**src/design/bsc_pkg.sv**
```systemverilog
`default_nettype none

package bsc_pkg;

  localparam int unsigned WORD_BITS   = 64;
  localparam int unsigned NUM_WORDS   = 64;
  localparam int unsigned CAPACITY    = WORD_BITS * NUM_WORDS;
  localparam int unsigned CMD_W       = 3;
  localparam int unsigned IDX_W       = 12;
  localparam int unsigned CAP_W       = IDX_W + 1;
  localparam int unsigned OFF_W       = $clog2(WORD_BITS);
  localparam int unsigned WADDR_W     = $clog2(NUM_WORDS);
  localparam int unsigned QUEUE_DEPTH = 2;
  localparam int unsigned QPTR_W      = $clog2(QUEUE_DEPTH);
  localparam int unsigned QCNT_W      = $clog2(QUEUE_DEPTH + 1);

  typedef enum logic [CMD_W-1:0] {
    CMD_TEST  = 3'd0,
    CMD_SET   = 3'd1,
    CMD_CLEAR = 3'd2,
    CMD_FIRST = 3'd3,
    CMD_NEXT  = 3'd4
  } cmd_t;

  // Work for the back end after the front end has resolved the command.
  typedef enum logic [2:0] {
    OP_NONE,
    OP_TEST,
    OP_SET,
    OP_CLEAR,
    OP_SCAN
  } op_t;

  typedef struct packed {
    op_t                op;
    logic [WADDR_W-1:0] word;
    logic [OFF_W-1:0]   off;
  } item_t;

endpackage

`default_nettype wire

```
**src/design/bsc_front.sv**
```systemverilog
`default_nettype none

module bsc_front (
  input  wire logic                        in_valid,
  output logic                             in_ready,
  input  wire logic [bsc_pkg::CMD_W-1:0]   in_command,
  input  wire logic [bsc_pkg::IDX_W-1:0]   in_bit_index,
  output logic                             push_valid,
  input  wire logic                        push_ready,
  output bsc_pkg::item_t                   push_item
);

  logic [bsc_pkg::CAP_W-1:0] idx_ext;
  logic [bsc_pkg::CAP_W-1:0] next_start;
  logic                      idx_ok;
  logic                      next_ok;

  assign in_ready   = push_ready;
  assign push_valid = in_valid;

  assign idx_ext    = {1'b0, in_bit_index};
  assign next_start = idx_ext + bsc_pkg::CAP_W'(1);
  assign idx_ok     = idx_ext < bsc_pkg::CAP_W'(bsc_pkg::CAPACITY);
  assign next_ok    = next_start < bsc_pkg::CAP_W'(bsc_pkg::CAPACITY);

  always_comb begin
    push_item.op   = bsc_pkg::OP_NONE;
    push_item.word = bsc_pkg::WADDR_W'(idx_ext >> bsc_pkg::OFF_W);
    push_item.off  = bsc_pkg::OFF_W'(idx_ext);
    case (in_command)
      bsc_pkg::CMD_TEST: begin
        if (idx_ok) push_item.op = bsc_pkg::OP_TEST;
      end
      bsc_pkg::CMD_SET: begin
        if (idx_ok) push_item.op = bsc_pkg::OP_SET;
      end
      bsc_pkg::CMD_CLEAR: begin
        if (idx_ok) push_item.op = bsc_pkg::OP_CLEAR;
      end
      bsc_pkg::CMD_FIRST: begin
        push_item.op   = bsc_pkg::OP_SCAN;
        push_item.word = '0;
        push_item.off  = '0;
      end
      bsc_pkg::CMD_NEXT: begin
        // A start at or past the end finds nothing and skips the scan.
        push_item.word = bsc_pkg::WADDR_W'(next_start >> bsc_pkg::OFF_W);
        push_item.off  = bsc_pkg::OFF_W'(next_start);
        if (next_ok) push_item.op = bsc_pkg::OP_SCAN;
      end
      default: begin
        push_item.op = bsc_pkg::OP_NONE;
      end
    endcase
  end

endmodule

`default_nettype wire

```
**src/design/bsc_queue.sv**
```systemverilog
`default_nettype none

module bsc_queue (
  input  wire logic     clk,
  input  wire logic     rst_n,
  input  wire logic     push_valid,
  output logic          push_ready,
  input  wire bsc_pkg::item_t push_item,
  output logic          pop_valid,
  input  wire logic     pop_ready,
  output bsc_pkg::item_t pop_item
);

  bsc_pkg::item_t                entries_r [bsc_pkg::QUEUE_DEPTH];
  logic [bsc_pkg::QPTR_W-1:0]    wr_ptr_r;
  logic [bsc_pkg::QPTR_W-1:0]    rd_ptr_r;
  logic [bsc_pkg::QCNT_W-1:0]    count_r;
  logic [bsc_pkg::QPTR_W-1:0]    wr_ptr_nxt;
  logic [bsc_pkg::QPTR_W-1:0]    rd_ptr_nxt;
  logic [bsc_pkg::QCNT_W-1:0]    count_nxt;
  logic                          do_push;
  logic                          do_pop;

  assign push_ready = count_r != bsc_pkg::QCNT_W'(bsc_pkg::QUEUE_DEPTH);
  assign pop_valid  = count_r != '0;
  assign pop_item   = entries_r[rd_ptr_r];
  assign do_push    = push_valid && push_ready;
  assign do_pop     = pop_valid && pop_ready;

  always_comb begin
    wr_ptr_nxt = wr_ptr_r;
    rd_ptr_nxt = rd_ptr_r;
    count_nxt  = count_r;
    if (do_push) begin
      wr_ptr_nxt = (wr_ptr_r == bsc_pkg::QPTR_W'(bsc_pkg::QUEUE_DEPTH - 1)) ? '0
                   : wr_ptr_r + bsc_pkg::QPTR_W'(1);
    end
    if (do_pop) begin
      rd_ptr_nxt = (rd_ptr_r == bsc_pkg::QPTR_W'(bsc_pkg::QUEUE_DEPTH - 1)) ? '0
                   : rd_ptr_r + bsc_pkg::QPTR_W'(1);
    end
    if (do_push && !do_pop) begin
      count_nxt = count_r + bsc_pkg::QCNT_W'(1);
    end else if (do_pop && !do_push) begin
      count_nxt = count_r - bsc_pkg::QCNT_W'(1);
    end
  end

  always_ff @(posedge clk) begin
    if (!rst_n) begin
      wr_ptr_r <= '0;
      rd_ptr_r <= '0;
      count_r  <= '0;
    end else begin
      wr_ptr_r <= wr_ptr_nxt;
      rd_ptr_r <= rd_ptr_nxt;
      count_r  <= count_nxt;
    end
  end

  always_ff @(posedge clk) begin
    if (do_push) begin
      entries_r[wr_ptr_r] <= push_item;
    end
  end

endmodule

`default_nettype wire

```
**src/design/bsc_back.sv**
```systemverilog
`default_nettype none

module bsc_back (
  input  wire logic                       clk,
  input  wire logic                       rst_n,
  input  wire logic                       q_valid,
  output logic                            q_ready,
  input  wire bsc_pkg::item_t             q_item,
  output logic                            out_valid,
  input  wire logic                       out_ready,
  output logic                            out_bit_value,
  output logic [bsc_pkg::IDX_W-1:0]       out_found_index,
  output logic                            out_found
);

  typedef enum logic [1:0] {
    S_IDLE,
    S_RMW,
    S_SCAN
  } state_t;

  typedef logic [bsc_pkg::WORD_BITS-1:0] word_t;

  function automatic logic [bsc_pkg::OFF_W-1:0] lowest_one(input word_t w);
    logic [bsc_pkg::OFF_W-1:0] pos;
    pos = '0;
    for (int i = bsc_pkg::WORD_BITS - 1; i >= 0; i--) begin
      if (w[i]) pos = bsc_pkg::OFF_W'(i);
    end
    return pos;
  endfunction

  // Bit map storage. A word that was never written since reset reads as zero.
  word_t                          mem [bsc_pkg::NUM_WORDS];
  logic [bsc_pkg::NUM_WORDS-1:0]  vld_r;
  word_t                          rd_data_r;
  logic                           rd_vld_r;

  state_t                         state_r, state_nxt;
  bsc_pkg::op_t                   op_r, op_nxt;
  logic [bsc_pkg::WADDR_W-1:0]    w_r, w_nxt;
  logic [bsc_pkg::OFF_W-1:0]      off_r, off_nxt;
  word_t                          mask_r, mask_nxt;
  logic                           out_valid_r, out_valid_nxt;
  logic                           out_bit_value_r, out_bit_value_nxt;
  logic [bsc_pkg::IDX_W-1:0]      out_found_index_r, out_found_index_nxt;
  logic                           out_found_r, out_found_nxt;

  logic                           rd_en;
  logic [bsc_pkg::WADDR_W-1:0]    rd_addr;
  logic                           wr_en;
  word_t                          wr_data;
  word_t                          cur_word;
  word_t                          masked;
  word_t                          bit_sel;

  assign cur_word = rd_vld_r ? rd_data_r : '0;
  assign masked   = cur_word & mask_r;
  assign bit_sel  = word_t'(1) << off_r;

  always_comb begin
    state_nxt           = state_r;
    op_nxt              = op_r;
    w_nxt               = w_r;
    off_nxt             = off_r;
    mask_nxt            = mask_r;
    out_valid_nxt       = out_valid_r && !out_ready;
    out_bit_value_nxt   = out_bit_value_r;
    out_found_index_nxt = out_found_index_r;
    out_found_nxt       = out_found_r;
    q_ready             = 1'b0;
    rd_en               = 1'b0;
    rd_addr             = w_r;
    wr_en               = 1'b0;
    wr_data             = cur_word;
    case (state_r)
      S_IDLE: begin
        if (q_valid && (!out_valid_r || out_ready)) begin
          q_ready  = 1'b1;
          op_nxt   = q_item.op;
          w_nxt    = q_item.word;
          off_nxt  = q_item.off;
          mask_nxt = {bsc_pkg::WORD_BITS{1'b1}} << q_item.off;
          if (q_item.op == bsc_pkg::OP_NONE) begin
            out_valid_nxt       = 1'b1;
            out_bit_value_nxt   = 1'b0;
            out_found_index_nxt = '0;
            out_found_nxt       = 1'b0;
          end else begin
            rd_en     = 1'b1;
            rd_addr   = q_item.word;
            state_nxt = (q_item.op == bsc_pkg::OP_SCAN) ? S_SCAN : S_RMW;
          end
        end
      end
      S_RMW: begin
        if (op_r == bsc_pkg::OP_SET) begin
          wr_en   = 1'b1;
          wr_data = cur_word | bit_sel;
        end else if (op_r == bsc_pkg::OP_CLEAR) begin
          wr_en   = 1'b1;
          wr_data = cur_word & ~bit_sel;
        end
        out_valid_nxt       = 1'b1;
        out_bit_value_nxt   = cur_word[off_r];
        out_found_index_nxt = '0;
        out_found_nxt       = 1'b0;
        state_nxt           = S_IDLE;
      end
      S_SCAN: begin
        if (masked != '0) begin
          out_valid_nxt       = 1'b1;
          out_bit_value_nxt   = 1'b0;
          out_found_index_nxt = bsc_pkg::IDX_W'({w_r, lowest_one(masked)});
          out_found_nxt       = 1'b1;
          state_nxt           = S_IDLE;
        end else if (w_r == bsc_pkg::WADDR_W'(bsc_pkg::NUM_WORDS - 1)) begin
          out_valid_nxt       = 1'b1;
          out_bit_value_nxt   = 1'b0;
          out_found_index_nxt = '0;
          out_found_nxt       = 1'b0;
          state_nxt           = S_IDLE;
        end else begin
          // Words after the first are searched from bit zero.
          w_nxt    = w_r + bsc_pkg::WADDR_W'(1);
          mask_nxt = '1;
          rd_en    = 1'b1;
          rd_addr  = w_r + bsc_pkg::WADDR_W'(1);
        end
      end
      default: begin
        state_nxt = S_IDLE;
      end
    endcase
  end

  always_ff @(posedge clk) begin
    if (!rst_n) begin
      state_r     <= S_IDLE;
      out_valid_r <= 1'b0;
    end else begin
      state_r     <= state_nxt;
      out_valid_r <= out_valid_nxt;
    end
    op_r              <= op_nxt;
    w_r               <= w_nxt;
    off_r             <= off_nxt;
    mask_r            <= mask_nxt;
    out_bit_value_r   <= out_bit_value_nxt;
    out_found_index_r <= out_found_index_nxt;
    out_found_r       <= out_found_nxt;
  end

  always_ff @(posedge clk) begin
    if (!rst_n) begin
      vld_r <= '0;
    end else if (wr_en) begin
      vld_r[w_r] <= 1'b1;
    end
  end

  always_ff @(posedge clk) begin
    if (wr_en) begin
      mem[w_r] <= wr_data;
    end
    if (rd_en) begin
      rd_data_r <= mem[rd_addr];
      rd_vld_r  <= vld_r[rd_addr];
    end
  end

  assign out_valid       = out_valid_r;
  assign out_bit_value   = out_bit_value_r;
  assign out_found_index = out_found_index_r;
  assign out_found       = out_found_r;

  a_rmw_out_free: assert property (@(posedge clk) disable iff (!rst_n)
    (state_r == S_RMW) |-> !out_valid_r)
    else $error("result register busy while a bit command finishes");

  a_scan_out_free: assert property (@(posedge clk) disable iff (!rst_n)
    (state_r == S_SCAN) |-> !out_valid_r)
    else $error("result register busy while a search runs");

  a_found_no_bit: assert property (@(posedge clk) disable iff (!rst_n)
    (out_valid_r && out_found_r) |-> !out_bit_value_r)
    else $error("search result carries a bit value");

  a_pop_only_idle: assert property (@(posedge clk) disable iff (!rst_n)
    q_ready |-> (state_r == S_IDLE))
    else $error("queue popped while a command is in progress");

endmodule

`default_nettype wire

```
**src/design/bitmap_set_clear_find_next_core.sv**
```systemverilog
// A test, set or clear passes through the queue, the store's read register and the
// result register; a search reads one word a cycle from the store's single read port
// until a word holds a set bit at or past the start, or the last word is read.
// The back end takes the next command only once the last one has finished.
// Reset is synchronous and active low; per-word valid flags clear the whole map at once.
`default_nettype none

module bitmap_set_clear_find_next_core (
  input  wire logic                       clk,
  input  wire logic                       rst_n,
  input  wire logic                       in_valid,
  output logic                            in_ready,
  input  wire logic [bsc_pkg::CMD_W-1:0]  in_command,
  input  wire logic [bsc_pkg::IDX_W-1:0]  in_bit_index,
  output logic                            out_valid,
  input  wire logic                       out_ready,
  output logic                            out_bit_value,
  output logic [bsc_pkg::IDX_W-1:0]       out_found_index,
  output logic                            out_found
);

  logic           push_valid;
  logic           push_ready;
  bsc_pkg::item_t push_item;
  logic           q_valid;
  logic           q_ready;
  bsc_pkg::item_t q_item;

  bsc_front u_front (
    .in_valid     (in_valid),
    .in_ready     (in_ready),
    .in_command   (in_command),
    .in_bit_index (in_bit_index),
    .push_valid   (push_valid),
    .push_ready   (push_ready),
    .push_item    (push_item)
  );

  bsc_queue u_queue (
    .clk        (clk),
    .rst_n      (rst_n),
    .push_valid (push_valid),
    .push_ready (push_ready),
    .push_item  (push_item),
    .pop_valid  (q_valid),
    .pop_ready  (q_ready),
    .pop_item   (q_item)
  );

  bsc_back u_back (
    .clk             (clk),
    .rst_n           (rst_n),
    .q_valid         (q_valid),
    .q_ready         (q_ready),
    .q_item          (q_item),
    .out_valid       (out_valid),
    .out_ready       (out_ready),
    .out_bit_value   (out_bit_value),
    .out_found_index (out_found_index),
    .out_found       (out_found)
  );

endmodule

`default_nettype wire

```
**config.mk**
```make
export PLATFORM = sky130hd
export DESIGN_NAME = bitmap_set_clear_find_next_core
export DESIGN_NICKNAME = d
export VERILOG_FILES = /design/src/design/bsc_pkg.sv /design/src/design/bsc_front.sv /design/src/design/bsc_queue.sv /design/src/design/bsc_back.sv /design/src/design/bitmap_set_clear_find_next_core.sv
export SDC_FILE = /design/constraint.sdc
export NUM_CORES = 2
export LEC_CHECK = 0
export ABC_AREA = 1
export BUFFER_PORTS_ARGS = -buffer_cell sky130_fd_sc_hd__buf_2
export CAP_MARGIN = 20
export CORE_MARGIN = 2
export CORE_UTILIZATION = 30
export DETAILED_ROUTE_END_ITERATION = 6
export MAX_ROUTING_LAYER = met4
export SYNTH_ARGS = -nofsm -noshare
export SYNTH_HDL_FRONTEND = slang
export SYNTH_MEMORY_MAX_BITS = 65536
export SYNTH_SLANG_ARGS = --single-unit
export TNS_END_PERCENT = 20
```
**constraint.sdc**
```tcl
create_clock -name clk -period 15.5 [get_ports clk]
set_clock_uncertainty 0.05 [all_clocks]
set_input_delay 1.55 -clock clk [delete_from_list [all_inputs] [get_ports clk]]
set_output_delay 1.55 -clock clk [all_outputs]
set_load 0.01 [all_outputs]
```
==> qor.tcl <==
set qor(clkSlewWorstSetupHoldPaths_ns) 0.06
set qor(syn_area_um2) 173000
set qor(antenna_found_initial) 15
set qor(timing.max_cap.violations) 0
set qor(setup_repair_after_global_routing_missed_its_margin) {no}
set qor(cts_max_level) 5
set qor(first_pass_iters) 7
set qor(synth_flop_cell) {sky130_fd_sc_hd__edfxtp_1}
set qor(postLayoutSetupSlackWorst_ns) 7.86
set qor(path_depth) 25
set qor(synth_sequential_area_ratio_pct) 75.0
set qor(maxSlewHeadroom_pct) 18.8
set qor(synth-simple-area-share_pct) 10.1
set qor(path_delay_family) {buffers and inverters}
set qor(floorplan.io_pins) 35
set qor(synthXorXnorAreaFrac_pct) 0.0101
set qor(design.core.area_um2) 577000
set qor(rr_worst_depth) 25
set qor(area.sequential_um2) 130000
set qor(grt.overflow.total) 0
set qor(detail_route.vias_per_cell) 5.45
set qor(grt_pass1_vias) 105000
set qor(timing.setup.critical_path_class) {reg -> reg}
set qor(endpoint_kind) {register}
set qor(yosys.area_share.adder_pct) 0.0216
set qor(final-hold-violation-count) 0
set qor(final_layout_size_suffix_gt1_share_pct) 8.31
set qor(finalCritPeriodShare_pct) 49.3
set qor(core.rowCount) 279
set qor(resize_count_post_cts) 0
set qor(timing.critical_path.from) {u_back.rd_vld_r}
set qor(maximum_number_of_buffers_from_clock_root_to_sink) 4
set qor(outcome) {complete, but fails checks}
set qor(min_from) {u_back.vld_r[35]}
set qor(floorplan.initialDensity_pct) 30.1
set qor(setup_viol) 0
set qor(number_of_register_bits_inferred_by_synthesis) 4355
set qor(cp_num_buf_inv) 7
set qor(fillCellCount) 55900
set qor(grt_pass1_wl_um) 780000
set qor(number_of_nets_produced_by_synthesis) 13300
set qor(clock_tree.root_cell) {sky130_fd_sc_hd__clkbuf_16}
set qor(timing.critical_path.fanout_max) 166
set qor(start_kind) {register}
set qor(routed-via-count) 115000
set qor(crit_path_max_incr_delay_ns) 0.81
set qor(cts_tree) {built}
set qor(final_max_slew_viol_count) 0
set qor(route.detailed.drc) 8
set qor(place.detailed.hpwl_um) 279000
set qor(count_of_flip_flops_with_a_built_in_enable_after_synthesis) 4283
set qor(rr_endpoint) {u_back.rd_data_r[24]}
set qor(worst_slew_pin_slew_ns) 1.22
set qor(hold_class) {reg -> reg}
set qor(die_h_um) 764
set qor(worst-r2r-setup-slack_ns) 7.86
set qor(violations) {DRC}
set qor(dr.first_iter.drc_count) 18300
set qor(maximum_number_of_pins_on_one_net_before_global_route_repair) 203
set qor(critPathSlowestCell) {sky130_fd_sc_hd__buf_4}
set qor(max_clock_freq_mhz) 131
set qor(num-nets-final) 13100
set qor(worst-endpoint-arrival_ns) 8.42
set qor(avgRoutedWirePerCell_um) 26.2
set qor(dieWidth_um) 764
set qor(cts.repair_timing.setup_buffer_count) 0
set qor(buffer_ports.inserted) 34
set qor(multi_input_gate_area_in_the_final_layout_um2) 39900
set qor(critPathMostFrequentCell) {sky130_fd_sc_hd__nand2_1}
set qor(cts.hold.buffers_added) 0
set qor(cts_buffers) 432
set qor(finalWeightedCongestion) 0.927
set qor(yosys_warnings) 0
set qor(setup_crit_end) {u_back.rd_data_r[24]}
set qor(number_of_clock_sinks_seen_by_cts) 4355
set qor(largest_family_of_logic_cells_by_synthesized_area) {compound AO/OA/AOI/OAI gates}
set qor(synthDistinctLibCells) 51
set qor(synth_area_in_compound_gates_pct) 12.1
set qor(detail_route.wirelength_um) 555000
set qor(design.die.area_um2) 584000
set qor(worst_slack_at_placement_ns) 7.37
set qor(timing.rr.start) {u_back.rd_vld_r}
set qor(postSynthCellCount) 13200
set qor(cp_data_required_time_ns) 16.28
set qor(grt.total_usage_pct) 18.7
set qor(final_critical_delay_including_setup_and_external_delays_ns) 7.64
set qor(latest_clock_arrival_within_the_worst_skew_pair_ns) 1.01
set qor(synth_async_sr_flop_share_pct) 0
set qor(post_synth_mux_area_share_pct) 0.0462
set qor(ant_nets) 0
set qor(syn_to_final_growth_pct) 13.5
set qor(finalSetupTns_ns) 0
set qor(syn-mean-instance-area_um2) 13.1
[state kept, by name, summed over array words and instances, names as in the netlist, 6 cells and up, named ones only]
signal / cells
u_back.mask_r: 63
u_back.mem: 4096
u_back.off_r: 6
u_back.out_found_index: 12
u_back.rd_data_r: 64
u_back.vld_r: 64
u_back.w_r: 6
u_queue.entries_r: 30
[worst min-delay path by stage]
stage                     slack [ns]                to  cells past startpoint
after global routing            0.43  u_back.vld_r[39]                      2
after global placement          0.39  u_back.vld_r[15]                      2
after detailed placement        0.40  u_back.vld_r[27]                      2
after CTS                       0.41  u_back.vld_r[27]                      2
after floorplan                 0.38  u_back.vld_r[11]                      2
final                           0.41  u_back.vld_r[35]                      2
[through the flow]
stage | instances | instance area (um^2) | hold slack (ns) | utilization, %
after global placement | 20400 | 183000 | 0.395 | 31.8
after floorplan | 13200 | 173000 | 0.385 | -
final | 21200 | 197000 | 0.410 | 34.1
after global routing | 21200 | 197000 | 0.431 | 34.1
after detailed placement | 20400 | 183000 | 0.402 | 31.8
after CTS | 21200 | 197000 | 0.415 | 34.1
[layout by cell type (no fill, tap or decap), drive strengths merged, types with 10 or more instances in the layout]
master / n
edfxtp: 4283
a22oi: 10
a31oi: 10
nand2: 434
nor2: 3945
a21oi: 23
nand4: 11
clkinv: 190
bufinv: 29
o21ai: 1773
nor3: 10
dfxtp: 72
o32ai: 1025
clkinvlp: 11
nand3: 167
o311ai: 23
o221ai: 257
clkbuf: 549
buf: 378
o22ai: 18
inv: 163
o21bai: 18
[cells by family (layout without fill, tap and decap cells)]
group | count (synthesis) | count (layout)
compound gates | 3177 | 3177
xor+xnor | 2 | 2
fa+ha+maj | 3 | 3
buf+inv | 1111 | 1321
flops | 4355 | 4355
mux | 8 | 8
other cells | 0 | 8
simple gates | 4581 | 4581
[cells in the mapped netlist (all sizes together), types with 2 or more instances]
master | count | area (um^2)
nand4 | 11 | 68.8
or2 | 8 | 50.1
o221ai | 257 | 2250
o21ai | 1773 | 8880
o31ai | 3 | 22.5
o211ai | 4 | 30.0
nor3 | 10 | 50.1
a221oi | 4 | 35.0
a22oi | 10 | 85.1
o22ai | 18 | 113
a31oi | 10 | 62.6
o21a | 2 | 15.0
clkbuf | 596 | 2240
o32ai | 1025 | 8980
o2111ai | 2 | 17.5
nor3b | 2 | 15.0
inv | 145 | 544
nor2 | 3945 | 14800
mux2i | 8 | 80.1
nand3 | 167 | 836
edfxtp | 4283 | 129000
o311ai | 23 | 201
clkinv | 4 | 15.0
ha | 3 | 37.5
nand2 | 434 | 1640
dfxtp | 72 | 1440
o21bai | 18 | 135
buf | 366 | 1980
nor4 | 3 | 18.8
a21oi | 23 | 119
[layout make-up]
type | instances | share of cell area [%]
Antenna cell | 8 | 0.0102
Tap cell | 7727 | 4.91
Timing Repair Buffer | 380 | 1.58
Sequential cell | 4355 | 66.1
Clock buffer | 548 | 5.81
Inverter | 149 | 0.302
Clock inverter | 244 | 1.06
Multi-Input combinational cell | 7771 | 20.3
[layer usage]
layer / track usage (%) / wire, um / vias up
met2: 28.0 / 249000 / 6285
met4: 7.28 / 24800 / 0
met3: 2.83 / 54900 / 1090
li1: - / - / 49300
met5: - / 0 / -
met1: 25.6 / 227000 / 58700
[tightest hold or removal path, stage by stage, from the launching register on]
cell and delay, ns:
sky130_fd_sc_hd__dfxtp_1 0.32, sky130_fd_sc_hd__nor2_1 0.04, sky130_fd_sc_hd__nor2_1 0.06
Power is left out: the tool's default activity adds up to more than one toggle a clock period on the data nets, which glitch-free logic cannot reach.
